[config.mk]
export PLATFORM = sky130hd
export DESIGN_NAME = shtd_bitsrc
export DESIGN_NICKNAME = d
export VERILOG_FILES = /design/src/shtd_bitsrc.sv
export SDC_FILE = /design/constraint.sdc
export NUM_CORES = 1
export LEC_CHECK = 0
export ABC_CLOCK_PERIOD_IN_PS = 1300
export BUFFER_PORTS_ARGS = -buffer_cell sky130_fd_sc_hd__buf_2
export CAP_MARGIN = 10
export CORE_AREA = 2 2 39 41
export CTS_CLUSTER_DIAMETER = 40
export DETAILED_ROUTE_END_ITERATION = 8
export DIE_AREA = 0 0 41 43
export GPL_TIMING_DRIVEN = 0
export PLACE_DENSITY = 0.67
export SKIP_CTS_REPAIR_TIMING = 1
export SLEW_MARGIN = 25
export SYNTH_ARGS = -nofsm -noshare
export SYNTH_HDL_FRONTEND = slang
export SYNTH_SLANG_ARGS = --single-unit
[constraint.sdc]
create_clock -name clk -period 1.3 [get_ports clk]
set_clock_uncertainty 0.1 [all_clocks]
set_input_delay 0.39 -clock clk [delete_from_list [all_inputs] [get_ports clk]]
set_output_delay 0.39 -clock clk [all_outputs]
set_load 0.02 [all_outputs]
[src/shtd_bitsrc.sv]
// ----------------------------------------------------------------------------
// shtd_bitsrc
// byte shift register handing out one compressed bit per step, msb first
// ----------------------------------------------------------------------------
`default_nettype none
module shtd_bitsrc (
  input  wire logic       clk,
  input  wire logic       rst_n,
  input  wire logic       load,
  input  wire logic [7:0] data,
  input  wire logic       shift,
  output logic            bit_out,
  output logic            last_bit
);
  logic [7:0] sh_r, sh_nxt;
  logic [3:0] left_r, left_nxt;

  always_comb begin
    sh_nxt   = sh_r;
    left_nxt = left_r;
    if (load) begin
      sh_nxt   = data;
      left_nxt = 4'd8;
    end else if (shift) begin
      sh_nxt   = {sh_r[6:0], 1'b0};
      left_nxt = left_r - 4'd1;
    end
  end

  always_ff @(posedge clk) begin
    if (!rst_n) begin
      left_r <= '0;
    end else begin
      left_r <= left_nxt;
    end
  end

  always_ff @(posedge clk) begin
    sh_r <= sh_nxt;
  end

  assign bit_out  = sh_r[7];
  assign last_bit = (left_r == 4'd1);
endmodule
`default_nettype wire

==> impl_metrics.ini <==
[place]
place.gp.congestion = 0.657
dp_cells = 67
hpwl_um = 608
place.port_buffers = 13

[worst_setup_path]
required_ns = 0.81
cp.arrival_ns = 1.10
criticalPathCategory = reg -> out
crit_path_cell_trace = inv_4 -> ha_4 -> nor3b_4 -> buf_6
worst_setup_path_start_kind = flop
rr_startpoint = left_r[1]
rr_worst_depth = 4
critPathSlowestCell = dfxtp_4
regToRegSetupSlack_ns = 0.11
end_kind = output port
r2r_end = left_r[1]
path_max_fanout = 3
crit_path_max_incr_delay_ns = 0.36

[clock_tree]
path_clk_slew_ns = 0.08
clkSinkCount = 12
cts_tree = done
cts_inserted_buffers = 3
clkLatencyLatePin_ns = 0.26
max-clock-path-buffers = 2
root_buffer = clkbuf_4
htreeDepth = 1

[sta]
max_slew_margin_pct = 83.7
rsz0062_at_grt = yes
setup_tns_ns = -0.293
setup_ws_ns = -0.293
hold_viol_final = 0
layout_min_cycle_time_ns = 1.59
drv_slew = 0
period_share_pct = 123
tightest_slew_ns = 0.245
holdWs_ns = 0.243
fmax_mhz = 628
setup_viol = 1

[floorplan]
die_h_um = 43
initial_core_util_pct = 39.2
core_area_sq_um = 1380
io_pins = 14
dieWidth_um = 41
row_count = 14
dieArea_sq_um = 1760

[drt]
drc = 0
routedWlPerCell_um = 12.1
first_iter_violations = 0
routed_wl_um = 882
vias = 342
postRouteAntennaNets = 0
drt_first_pass_iters = 1
viasPerCell = 4.68

[global_route]
use_met2_pct = 18.4
antenna_found_initial = 0
grt_pass1_vias = 331
grt_usage_pct = 11.8
grt_pass1_wl_um = 1310
grt_use_met3_pct = 3.14
busiest_layer = met2
met1_usage_pct = 12.1
grt_overflow = 0
grt_max_degree = 11

[logic_synthesis]
synth-simple-area-share_pct = 12.0
synth-seq-cells = 12
synth_xor_area_share_pct = 4.84
synth_cells = 38
avgSynthCellArea_sq_um = 14.3
synthAdderAreaFrac_pct = 4.61
ys_seq_area_share_pct = 59.0
syn_nets = 52
synth_cell_types = 17
synth_compound_area_share_pct = 2.76
yosysWarnings = 0
synthMuxAreaShare_pct = 14.5
syn_area_sq_um = 543
synth_top_family_by_area = multiplexers

[layout]
fillers = 129
finish.net_count = 72
fin_util_pct = 51.7
syn_to_final_growth_pct = 31.8
final_layout_size_suffix_gt1_share_pct = 57.9
fin_cells = 73
diodes = 0

[worst_hold_path]
whs_endpoint = left_r[3]
hold_depth = 2
hold_class = in -> reg
hp-start = rst_n

[pwr]
power.total_uw = 805
max-vdd-ir-drop_mv = 0.490
cellPowerDensity_nw_per_um2 = 1120
leakagePower_uw = 0.000292

[flow_run]
cap_violations = 0

[outcome]
status = finished with violations
violations = negative setup slack
-- report_power, final --
group	leakage [uW]	internal (uW)	switching [uW]
combinational	0.000160	68.5	46.4
clock	0.0000154	111	114
sequential	0.000117	445	20.0
-- placed cells by master, fill, tap and decap left out --
| cell | synthesis | final |
|---|---|---|
| dfxtp_1 | 4 | 2 |
| or2_2 | 1 | 1 |
| clkbuf_4 | 0 | 3 |
| nor2_1 | 3 | 3 |
| nand2_1 | 1 | 1 |
| buf_2 | 1 | 12 |
| ha_4 | 0 | 1 |
| ha_1 | 2 | 1 |
| and2_1 | 1 | 1 |
| a211oi_1 | 1 | 1 |
| clkinv_1 | 0 | 1 |
| buf_4 | 0 | 2 |
| nand2b_1 | 1 | 1 |
| o21a_1 | 1 | 1 |
| mux2_2 | 7 | 7 |
| inv_4 | 0 | 1 |
| xnor2_1 | 1 | 1 |
| dfxtp_4 | 0 | 2 |
| inv_1 | 2 | 1 |
| edfxtp_1 | 8 | 8 |
| nor4b_4 | 1 | 1 |
| xor2_1 | 2 | 2 |
| nor3b_4 | 0 | 1 |
| buf_6 | 0 | 2 |
-- layer usage --
layer / wire length (um) / part of all wire [%] / up-vias
met1: 360 / 41 / 160
met3: 63 / 7.1 / 2
met4: 11 / 1.2 / 0
met2: 446 / 51 / 10
met5: 0 / 0 / -
li1: - / - / 170
-- Yosys cell counts (all sizes together) --
master,n,area (sq um)
a211oi,1,7.51
nand2b,1,6.26
xnor2,1,8.76
inv,2,7.51
edfxtp,8,240
mux2,7,78.8
buf,1,5.00
o21a,1,7.51
dfxtp,4,80.1
xor2,2,17.5
nor2,3,11.3
and2,1,6.26
or2,1,6.26
nor3b,1,7.51
nor4b,1,23.8
ha,2,25.0
nand2,1,3.75
-- flip-flops by register name (all words and copies together), names as in the netlist --
name,count
left_r,4
sh_r,8
-- cell families (layout without fill, tap and decap cells) --
family	count (synthesis)	count (layout)
compound gates	2	2
xor+xnor	3	3
buf+inv	3	22
fa+ha+maj	2	2
mux	7	7
flops	12	12
simple gates	9	9
-- area by class of cell --
class / count / area, sq um / share of cell area (%)
buffer: 1 / 5.00 / 0.699
clock buffer: 3 / 22.5 / 3.15
clock inverter: 1 / 3.75 / 0.524
inverter: 2 / 10.0 / 1.40
multi-input combinational: 23 / 234 / 32.7
sequential: 12 / 328 / 45.8
tap: 16 / 20.0 / 2.80
timing repair buffer: 15 / 92.6 / 12.9
-- worst max-delay path by stage --
| stage | slack (ns) | from | to | depth (start not counted) |
|---|---|---|---|---|
| final | -0.29 | left_r[1] | last_bit | 4 |
| after global routing | -0.34 | left_r[1] | last_bit | 4 |
| after CTS | -0.41 | left_r[1] | last_bit | 4 |
| after detailed placement | -0.17 | load | sh_r[3] | 3 |
| after global placement | -0.14 | load | sh_r[0] | 3 |
| after floorplan | 0.01 | left_r[1] | last_bit | 3 |
-- stage by stage --
step,area (sq um),worst slack (ns)
after floorplan,556,0.0140
after global placement,641,-0.142
after detailed placement,641,-0.166
after CTS,667,-0.414
after global routing,716,-0.336
final,716,-0.293
-- critical path: cells and delay by family (launching register included) --
kind,cells,cell delay (ns)
flops,1,0.36
buf+inv,2,0.20
simple gates,1,0.17
fa+ha+maj,1,0.12
Note: power is estimated with default switching activity, not from simulation.
